[src/rtl/fwrt_pkg.sv]
`timescale 1ns / 1ps
// Shared types, codes and sizes of the firewall range rule table.
// Stands alone; used by the top level, the rule RAM user and the checker.
package fwrt_pkg;

    localparam int RULE_SLOTS = 16;
    localparam int SLOT_W     = (RULE_SLOTS > 1) ? $clog2(RULE_SLOTS) : 1;
    localparam int CNT_W      = $clog2(RULE_SLOTS + 1);

    // port payload layout
    localparam int MSLOT_W    = 4;
    localparam int HELD_W     = 5;
    localparam int S_TDATA_W  = 144;
    localparam int S_TUSER_W  = 2;
    localparam int M_TDATA_W  = 16;
    localparam int M_TUSER_W  = 3;

    localparam logic [CNT_W-1:0]  CNT_ONE  = CNT_W'(1);
    localparam logic [CNT_W-1:0]  CNT_FULL = CNT_W'(RULE_SLOTS);
    localparam logic [HELD_W-1:0] HELD_MAX = HELD_W'(RULE_SLOTS);

    typedef enum logic [1:0] {
        CMD_ADD    = 2'd0,
        CMD_CHECK  = 2'd1,
        CMD_DELETE = 2'd2,
        CMD_FLUSH  = 2'd3
    } cmd_t;

    typedef enum logic [2:0] {
        ST_ADDED     = 3'd0,
        ST_INVALID   = 3'd1,
        ST_ACCEPTED  = 3'd2,
        ST_REJECTED  = 3'd3,
        ST_DELETED   = 3'd4,
        ST_NOT_FOUND = 3'd5,
        ST_FLUSHED   = 3'd6,
        ST_FULL      = 3'd7
    } status_t;

    // ip_low sits in the lowest bits, as on the request bus
    typedef struct packed {
        logic [15:0] port_high;
        logic [15:0] port_low;
        logic [31:0] ip_high;
        logic [31:0] ip_low;
    } rule_t;

    localparam int RULE_W = $bits(rule_t);

    function automatic logic [CNT_W-1:0] slot_to_cnt(input logic [SLOT_W-1:0] s);
        return CNT_W'(s);
    endfunction

    function automatic logic [MSLOT_W-1:0] slot_to_out(input logic [SLOT_W-1:0] s);
        return MSLOT_W'(s);
    endfunction

    function automatic logic [HELD_W-1:0] cnt_to_out(input logic [CNT_W-1:0] c);
        return HELD_W'(c);
    endfunction

endpackage

[src/rtl/firewall_range_rule_table.sv]
`timescale 1ns / 1ps
// Top level of the firewall range rule table: command sequencer and result register.
// Depends on fwrt_pkg and fwrt_ram.
//
// One request in, one result out. Rules live in a single RAM read one slot per
// cycle, so its one read port sets the timing. Add, flush and invalid requests go
// straight to the result; check scans the held rules until one covers the query
// or the rules run out, and delete scans to the match, then shifts each later
// rule down one slot. A new request is taken as soon as the sequencer is idle,
// even while the last result still waits on m_tready.
module firewall_range_rule_table (
    input  logic                           clk,
    input  logic                           rst_n,
    input  logic                           s_tvalid,
    output logic                           s_tready,
    // range_ip_low, range_ip_high, range_port_low, range_port_high, query_ip, query_port
    input  logic [fwrt_pkg::S_TDATA_W-1:0] s_tdata,
    // command
    input  logic [fwrt_pkg::S_TUSER_W-1:0] s_tuser,
    output logic                           m_tvalid,
    input  logic                           m_tready,
    // match_slot, rules_held, zero pad
    output logic [fwrt_pkg::M_TDATA_W-1:0] m_tdata,
    // status
    output logic [fwrt_pkg::M_TUSER_W-1:0] m_tuser
);

    typedef enum logic [3:0] {
        S_IDLE   = 4'b0001,
        S_SCAN   = 4'b0010,
        S_SHIFT  = 4'b0100,
        S_FINISH = 4'b1000
    } fsm_state_t;

    fsm_state_t state_reg, state_next;

    logic [fwrt_pkg::CNT_W-1:0]  count_reg, count_next;
    logic [fwrt_pkg::CNT_W-1:0]  idx_reg, idx_next;
    logic                        pend_reg, pend_next;
    logic [fwrt_pkg::SLOT_W-1:0] pend_idx_reg, pend_idx_next;
    logic                        m_tvalid_reg, m_tvalid_next;

    fwrt_pkg::cmd_t              cmd_reg, cmd_next;
    fwrt_pkg::rule_t             rule_reg, rule_next;
    logic [31:0]                 qip_reg, qip_next;
    logic [15:0]                 qport_reg, qport_next;
    fwrt_pkg::status_t           res_status_reg, res_status_next;
    logic [fwrt_pkg::SLOT_W-1:0] res_slot_reg, res_slot_next;
    fwrt_pkg::status_t           out_status_reg, out_status_next;
    logic [fwrt_pkg::MSLOT_W-1:0] out_slot_reg, out_slot_next;
    logic [fwrt_pkg::HELD_W-1:0] out_held_reg, out_held_next;

    logic                        accept;
    fwrt_pkg::cmd_t              in_cmd;
    fwrt_pkg::rule_t             in_rule;
    logic                        in_valid;
    logic                        issue;
    logic                        hit_cover;
    logic                        hit_same;
    logic [fwrt_pkg::CNT_W-1:0]  idx_m1;

    logic                        ram_we;
    logic [fwrt_pkg::SLOT_W-1:0] ram_waddr;
    fwrt_pkg::rule_t             ram_wdata;
    fwrt_pkg::rule_t             ram_rdata;

    fwrt_ram #(
        .WIDTH (fwrt_pkg::RULE_W),
        .DEPTH (fwrt_pkg::RULE_SLOTS)
    ) u_rules (
        .clk   (clk),
        .we    (ram_we),
        .waddr (ram_waddr),
        .wdata (ram_wdata),
        .raddr (idx_reg[fwrt_pkg::SLOT_W-1:0]),
        .rdata (ram_rdata)
    );

    assign s_tready = (state_reg == S_IDLE);
    assign accept   = s_tvalid && s_tready;
    assign in_cmd   = fwrt_pkg::cmd_t'(s_tuser);
    assign in_rule  = fwrt_pkg::rule_t'(s_tdata[fwrt_pkg::RULE_W-1:0]);
    assign in_valid = (in_rule.ip_low <= in_rule.ip_high) &&
                      (in_rule.port_low <= in_rule.port_high);

    assign issue     = (idx_reg < count_reg);
    assign idx_m1    = idx_reg - fwrt_pkg::CNT_ONE;
    assign hit_cover = (qip_reg >= ram_rdata.ip_low) && (qip_reg <= ram_rdata.ip_high) &&
                       (qport_reg >= ram_rdata.port_low) && (qport_reg <= ram_rdata.port_high);
    assign hit_same  = (ram_rdata == rule_reg);

    assign m_tvalid = m_tvalid_reg;
    assign m_tuser  = out_status_reg;
    assign m_tdata  = {{(fwrt_pkg::M_TDATA_W - fwrt_pkg::HELD_W - fwrt_pkg::MSLOT_W){1'b0}},
                       out_held_reg, out_slot_reg};

    always_comb
    begin
        state_next      = state_reg;
        count_next      = count_reg;
        idx_next        = idx_reg;
        pend_next       = pend_reg;
        pend_idx_next   = pend_idx_reg;
        m_tvalid_next   = m_tvalid_reg;
        cmd_next        = cmd_reg;
        rule_next       = rule_reg;
        qip_next        = qip_reg;
        qport_next      = qport_reg;
        res_status_next = res_status_reg;
        res_slot_next   = res_slot_reg;
        out_status_next = out_status_reg;
        out_slot_next   = out_slot_reg;
        out_held_next   = out_held_reg;
        ram_we          = 1'b0;
        ram_waddr       = count_reg[fwrt_pkg::SLOT_W-1:0];
        ram_wdata       = in_rule;

        if (m_tvalid_reg && m_tready)
        begin
            m_tvalid_next = 1'b0;
        end

        unique case (state_reg)
            S_IDLE:
            begin
                if (accept)
                begin
                    cmd_next      = in_cmd;
                    rule_next     = in_rule;
                    qip_next      = s_tdata[127:96];
                    qport_next    = s_tdata[143:128];
                    res_slot_next = '0;
                    idx_next      = '0;
                    pend_next     = 1'b0;
                    state_next    = S_FINISH;
                    unique case (in_cmd)
                        fwrt_pkg::CMD_ADD:
                        begin
                            priority if (!in_valid)
                            begin
                                res_status_next = fwrt_pkg::ST_INVALID;
                            end
                            else if (count_reg == fwrt_pkg::CNT_FULL)
                            begin
                                res_status_next = fwrt_pkg::ST_FULL;
                            end
                            else
                            begin
                                // append at the current fill point
                                ram_we          = 1'b1;
                                count_next      = count_reg + fwrt_pkg::CNT_ONE;
                                res_status_next = fwrt_pkg::ST_ADDED;
                            end
                        end
                        fwrt_pkg::CMD_CHECK:
                        begin
                            res_status_next = fwrt_pkg::ST_REJECTED;
                            state_next      = S_SCAN;
                        end
                        fwrt_pkg::CMD_DELETE:
                        begin
                            if (!in_valid)
                            begin
                                res_status_next = fwrt_pkg::ST_INVALID;
                            end
                            else
                            begin
                                res_status_next = fwrt_pkg::ST_NOT_FOUND;
                                state_next      = S_SCAN;
                            end
                        end
                        fwrt_pkg::CMD_FLUSH:
                        begin
                            count_next      = '0;
                            res_status_next = fwrt_pkg::ST_FLUSHED;
                        end
                        default:
                        begin
                            state_next = S_FINISH;
                        end
                    endcase
                end
            end

            S_SCAN:
            begin
                // pend marks read data of slot pend_idx arriving this cycle
                if (pend_reg && ((cmd_reg == fwrt_pkg::CMD_CHECK) ? hit_cover : hit_same))
                begin
                    res_slot_next = pend_idx_reg;
                    pend_next     = 1'b0;
                    if (cmd_reg == fwrt_pkg::CMD_CHECK)
                    begin
                        res_status_next = fwrt_pkg::ST_ACCEPTED;
                        state_next      = S_FINISH;
                    end
                    else
                    begin
                        res_status_next = fwrt_pkg::ST_DELETED;
                        idx_next        = fwrt_pkg::slot_to_cnt(pend_idx_reg) +
                                          fwrt_pkg::CNT_ONE;
                        state_next      = S_SHIFT;
                    end
                end
                else if (issue)
                begin
                    pend_next     = 1'b1;
                    pend_idx_next = idx_reg[fwrt_pkg::SLOT_W-1:0];
                    idx_next      = idx_reg + fwrt_pkg::CNT_ONE;
                end
                else
                begin
                    pend_next = 1'b0;
                    if (!pend_reg)
                    begin
                        state_next = S_FINISH;
                    end
                end
            end

            S_SHIFT:
            begin
                // write back the slot read last cycle one place lower
                ram_we    = pend_reg;
                ram_waddr = pend_idx_reg;
                ram_wdata = ram_rdata;
                if (issue)
                begin
                    pend_next     = 1'b1;
                    pend_idx_next = idx_m1[fwrt_pkg::SLOT_W-1:0];
                    idx_next      = idx_reg + fwrt_pkg::CNT_ONE;
                end
                else
                begin
                    pend_next = 1'b0;
                    if (!pend_reg)
                    begin
                        count_next = count_reg - fwrt_pkg::CNT_ONE;
                        state_next = S_FINISH;
                    end
                end
            end

            S_FINISH:
            begin
                // hold until the result register is free
                if (!m_tvalid_reg || m_tready)
                begin
                    m_tvalid_next   = 1'b1;
                    out_status_next = res_status_reg;
                    out_slot_next   = fwrt_pkg::slot_to_out(res_slot_reg);
                    out_held_next   = fwrt_pkg::cnt_to_out(count_reg);
                    state_next      = S_IDLE;
                end
            end

            default:
            begin
                state_next = S_IDLE;
            end
        endcase
    end

    always_ff @(posedge clk or negedge rst_n)
    begin
        if (!rst_n)
        begin
            state_reg    <= S_IDLE;
            count_reg    <= '0;
            idx_reg      <= '0;
            pend_reg     <= 1'b0;
            m_tvalid_reg <= 1'b0;
        end
        else
        begin
            state_reg    <= state_next;
            count_reg    <= count_next;
            idx_reg      <= idx_next;
            pend_reg     <= pend_next;
            m_tvalid_reg <= m_tvalid_next;
        end
    end

    always_ff @(posedge clk)
    begin
        pend_idx_reg   <= pend_idx_next;
        cmd_reg        <= cmd_next;
        rule_reg       <= rule_next;
        qip_reg        <= qip_next;
        qport_reg      <= qport_next;
        res_status_reg <= res_status_next;
        res_slot_reg   <= res_slot_next;
        out_status_reg <= out_status_next;
        out_slot_reg   <= out_slot_next;
        out_held_reg   <= out_held_next;
    end

endmodule

[src/rtl/fwrt_ram.sv]
`timescale 1ns / 1ps
// Generic single-write, single-read RAM with a registered read port.
// No dependencies.
module fwrt_ram #(
    parameter int WIDTH = 8,
    parameter int DEPTH = 16
) (
    input  logic                                      clk,
    input  logic                                      we,
    input  logic [((DEPTH > 1) ? $clog2(DEPTH) : 1)-1:0] waddr,
    input  logic [WIDTH-1:0]                          wdata,
    input  logic [((DEPTH > 1) ? $clog2(DEPTH) : 1)-1:0] raddr,
    output logic [WIDTH-1:0]                          rdata
);

    logic [WIDTH-1:0] mem [DEPTH];

    always_ff @(posedge clk)
    begin
        if (we)
        begin
            mem[waddr] <= wdata;
        end
        rdata <= mem[raddr];
    end

endmodule

[config.mk]
export PLATFORM = sky130hd
export DESIGN_NAME = firewall_range_rule_table
export DESIGN_NICKNAME = d
export VERILOG_FILES = /design/src/rtl/fwrt_pkg.sv /design/src/rtl/firewall_range_rule_table.sv /design/src/rtl/fwrt_ram.sv
export SDC_FILE = /design/constraint.sdc
export NUM_CORES = 2
export LEC_CHECK = 0
export BUFFER_PORTS_ARGS = -buffer_cell sky130_fd_sc_hd__buf_2
export CORE_ASPECT_RATIO = 1.5
export CORE_MARGIN = 3
export CORE_UTILIZATION = 62
export CTS_CLUSTER_SIZE = 12
export DETAILED_ROUTE_END_ITERATION = 10
export GPL_TIMING_DRIVEN = 0
export HOLD_SLACK_MARGIN = 0.12
export PLACE_DENSITY = 0.79
export SLEW_MARGIN = 20
export SYNTH_ARGS = -nofsm -noshare
export SYNTH_HDL_FRONTEND = slang
export SYNTH_SLANG_ARGS = --single-unit
[constraint.sdc]
create_clock -name clk -period 10.9 [get_ports clk]
set_clock_uncertainty 0.2 [all_clocks]
set_input_delay 1.635 -clock clk [delete_from_list [all_inputs] [get_ports clk]]
set_output_delay 1.635 -clock clk [all_outputs]
set_load 0.1 [all_outputs]
==> impl_metrics.toml <==
[setup_path]
path_max_fanout = 8
worst_setup_path_end_kind = "flop"
cpMaxStageDelayCell = "nor3_2"
critPathLaunch = "s_tdata[48]"
critPathLaunchType = "input pin"
crit_required_ns = 11.18
reg2reg_depth = 13
crit_chain = "buf_2 > inv_1 > ha_1 > a21o_1 > a21oi_1 > nor2b_1 > o221ai_1 > o211ai_1 > o2bb2ai_2 > nand3_1 > o32a_1 > nor3_2 > buf_6 > buf_4 > buf_6 > buf_4 > buf_6 > buf_4"
worstSetupPathType = "input pin to flop"
crit_arrival_ns = 6.42
r2r_slack_ns = 6.10
r2r-start = "state_reg[1]"
max_stage_delay_ns = 0.77
r2r-end = "u_rules.mem[4][67]"

[global_routing]
top_usage_layer = "met2"
grt_start_max_net_pins = 80
grt_pass1_wl_um = 291000
use_met3_pct = 9.40
grt_pass1_vias = 39800
met1_usage_pct = 45.7
grt_usage_pct = 34.8
antenna_found_initial = 16
use_met2_pct = 53.9
grt_remaining_overflow = 0

[drt]
num_vias = 39900
via_per_inst = 7.00
dr.pass1.iters = 6
wirelength_um = 206000
drt-initial-drc-count = 6519
drtAntennaViolNets = 0
wl_per_cell_um = 36.1
route.detailed.drc = 0

[synthesis]
ys_seq_elements = 1817
syn-instance-count = 3488
syn_avg_cell_area_um2 = 20.6
synth_edf_count = 1705
synth.distinct_cells = 79
syn-cell-area_um2 = 71900
yosys-top-cells-area = "edfxtp_1, mux4_2, ha_1"
ys_warn_count = 0
async_flop_share_pct = 0.881
ys.flop_type = "edfxtp_1"
ys_seq_area_share_pct = 74.4
synth_largest_area_cell = "edfxtp_1"
yosysTopAreaCellShare_pct = 71.2

[clocking]
cts_num_sinks = 1817
cts_buffers = 172
post_cts_resized = 0
cts_tree = "built"
cts_buffer_depth = 3
clk_latency_ns = 0.79
cts_setup_buffers = 0
cts_max_level = 4
hold_buffers = 0
clock-root-buffer = "clkbuf_16"
path_clk_slew_ns = 0.06

[pwr]
p_comb_share_pct = 23.8
leakage_nw = 27.3
switching_share_pct = 29.3
power.switching_mw = 5.35
p_int_mw = 12.9
power_frac_seq_pct = 45.8
clock_power_share_pct = 30.4
vdd_drop_max_mv = 0.170
power.density_nw_per_um2 = 222

[timing]
hold_viol = 0
fmax_mhz = 163
slew_headroom_pct = 14.7
fin_crit_ns = 6.14
maxSlewViolCount = 0
rsz0062_at_grt = "false"
setup_viol = 0
worst_pin_slew_ns = 1.27
fin_crit_sh_pct = 56.3

[floorplanning]
dieWidth_um = 284
rows = 152
start_util_pct = 62.7
fp.dieH_um = 423
io-pin-count = 171
coreArea_um2 = 115000
die_area_um2 = 120000

[worst_hold_path]
whs_path_depth = 0
hold_path_end = "m_tuser[2]"
holdCritStartpoint = "res_status_reg[2]"
min_path_type = "flop to flop"

[final_layout]
area_delta_synth_final_pct = 14.4
largest_reg_flops = 1536
nNetsFinal = 4317
post_layout_nonfiller_instances = 5690
drive_gt1_share_pct = 27.4
design_area_um2 = 82300

[place]
dpl.cell_count = 5374
gp_congestion = 0.954
port_buffers = 163
dpl_cell_area_um2 = 77100
place_hpwl_um = 140000

[status]
status = "finished clean"

[run]
cap_violations = 0
## cells in the final DEF, fill, tap and decap left out, drive strengths merged, types with 8 or more instances in the layout
cell type     n
a21o         25
a21oi        56
a22o         12
buf         377
clkbuf      406
dfrtp        15
dfxtp        96
diode        10
edfxtp     1705
ha          158
inv         170
mux4        480
nand2       137
nand2b       20
nand3        20
nand4        48
nor2         34
nor2b        13
nor3         19
nor4         19
o21a         11
o21ai       119
o221ai        8
xnor2        58
xor2         12
## Yosys cell counts, drive strengths merged, types with 5 or more instances
cell / number
edfxtp: 1705
mux4: 480
inv: 164
ha: 158
nand2: 137
o21ai: 119
clkbuf: 101
dfxtp: 96
xnor2: 58
a21oi: 56
buf: 48
nand4: 48
nor2: 34
a21o: 25
nand2b: 20
nand3: 20
nor3: 19
nor4: 19
dfrtp: 15
nor2b: 13
a22o: 12
xor2: 12
o21a: 11
o221ai: 8
a211oi: 7
and2: 7
o2111ai: 6
o211ai: 6
o22ai: 6
a31oi: 5
and3: 5
o2bb2ai: 5
or2: 5
## logic make-up (layout without fill, tap and decap cells)
kind of cell	count (synthesis)	count (layout)	share of synthesized area (%)
muxes	485	485	15.1
and+or+nand+nor	346	346	2.44
other	1	17	0.00522
xor gates and xnor gates	70	70	0.853
buffers and inverters	313	959	1.71
AOI/OAI and AO/OA	298	298	2.70
DFF	1817	1817	74.4
adders and majority gates	158	158	2.75
## power groups by stage
stage	clock network, mW	logic (mW)	registers [mW]
2_1_floorplan	0	2.77	8.31
3_3_place_gp	0	4.08	8.50
3_5_place_dp	0	4.22	8.46
4_1_cts	5.58	4.29	8.33
5_1_grt	5.84	4.53	8.35
6_report	5.55	4.35	8.35
## stage by stage
step | TNS [ns] | power, mW | utilization (%) | worst slack, ns | hold slack [ns]
after floorplan | 0 | 11.1 | - | 0.0559 | 0.200
after global placement | -8886.96 | 12.6 | 65.1 | -9.64 | 0.202
after detailed placement | 0 | 12.7 | 67.2 | 4.11 | 0.205
after CTS | 0 | 18.2 | 71.6 | 4.92 | 0.214
after global routing | 0 | 18.7 | 71.7 | 4.77 | 0.223
final | 0 | 18.2 | 71.7 | 4.76 | 0.218
## worst max-delay path by stage
stage                                    end
after floorplan            u_rules.mem[4][0]
final                     u_rules.mem[4][67]
after global routing      u_rules.mem[4][67]
after CTS                 u_rules.mem[4][67]
after global placement    u_rules.mem[6][61]
after detailed placement  u_rules.mem[4][61]
## worst max-delay path, delay by kind of cell
kind / cells / cell delay, ns
adders and majority gates: 1 / 0.23
AOI/OAI and AO/OA: 6 / 1.87
and+or+nand+nor: 3 / 0.99
buffers and inverters: 8 / 1.66
## cell type report
type	count	area [µm²]
Timing Repair Buffer	341	3120
Inverter	164	623
Fill cell	6424	32400
Antenna cell	10	25.0
Sequential cell	1817	53500
Clock inverter	12	95.1
Buffer	149	661
Tap cell	1540	1930
Clock buffer	293	4940
Multi-Input combinational cell	1364	17300
## metal layers
metal  share of wire (%)  up-vias
li1                    -    15300
met1                  33    20100
met2                  47     3579
met3                  13      780
met4                 6.8        6
met5               0.019        -
Power figures use the tool's default switching activity.
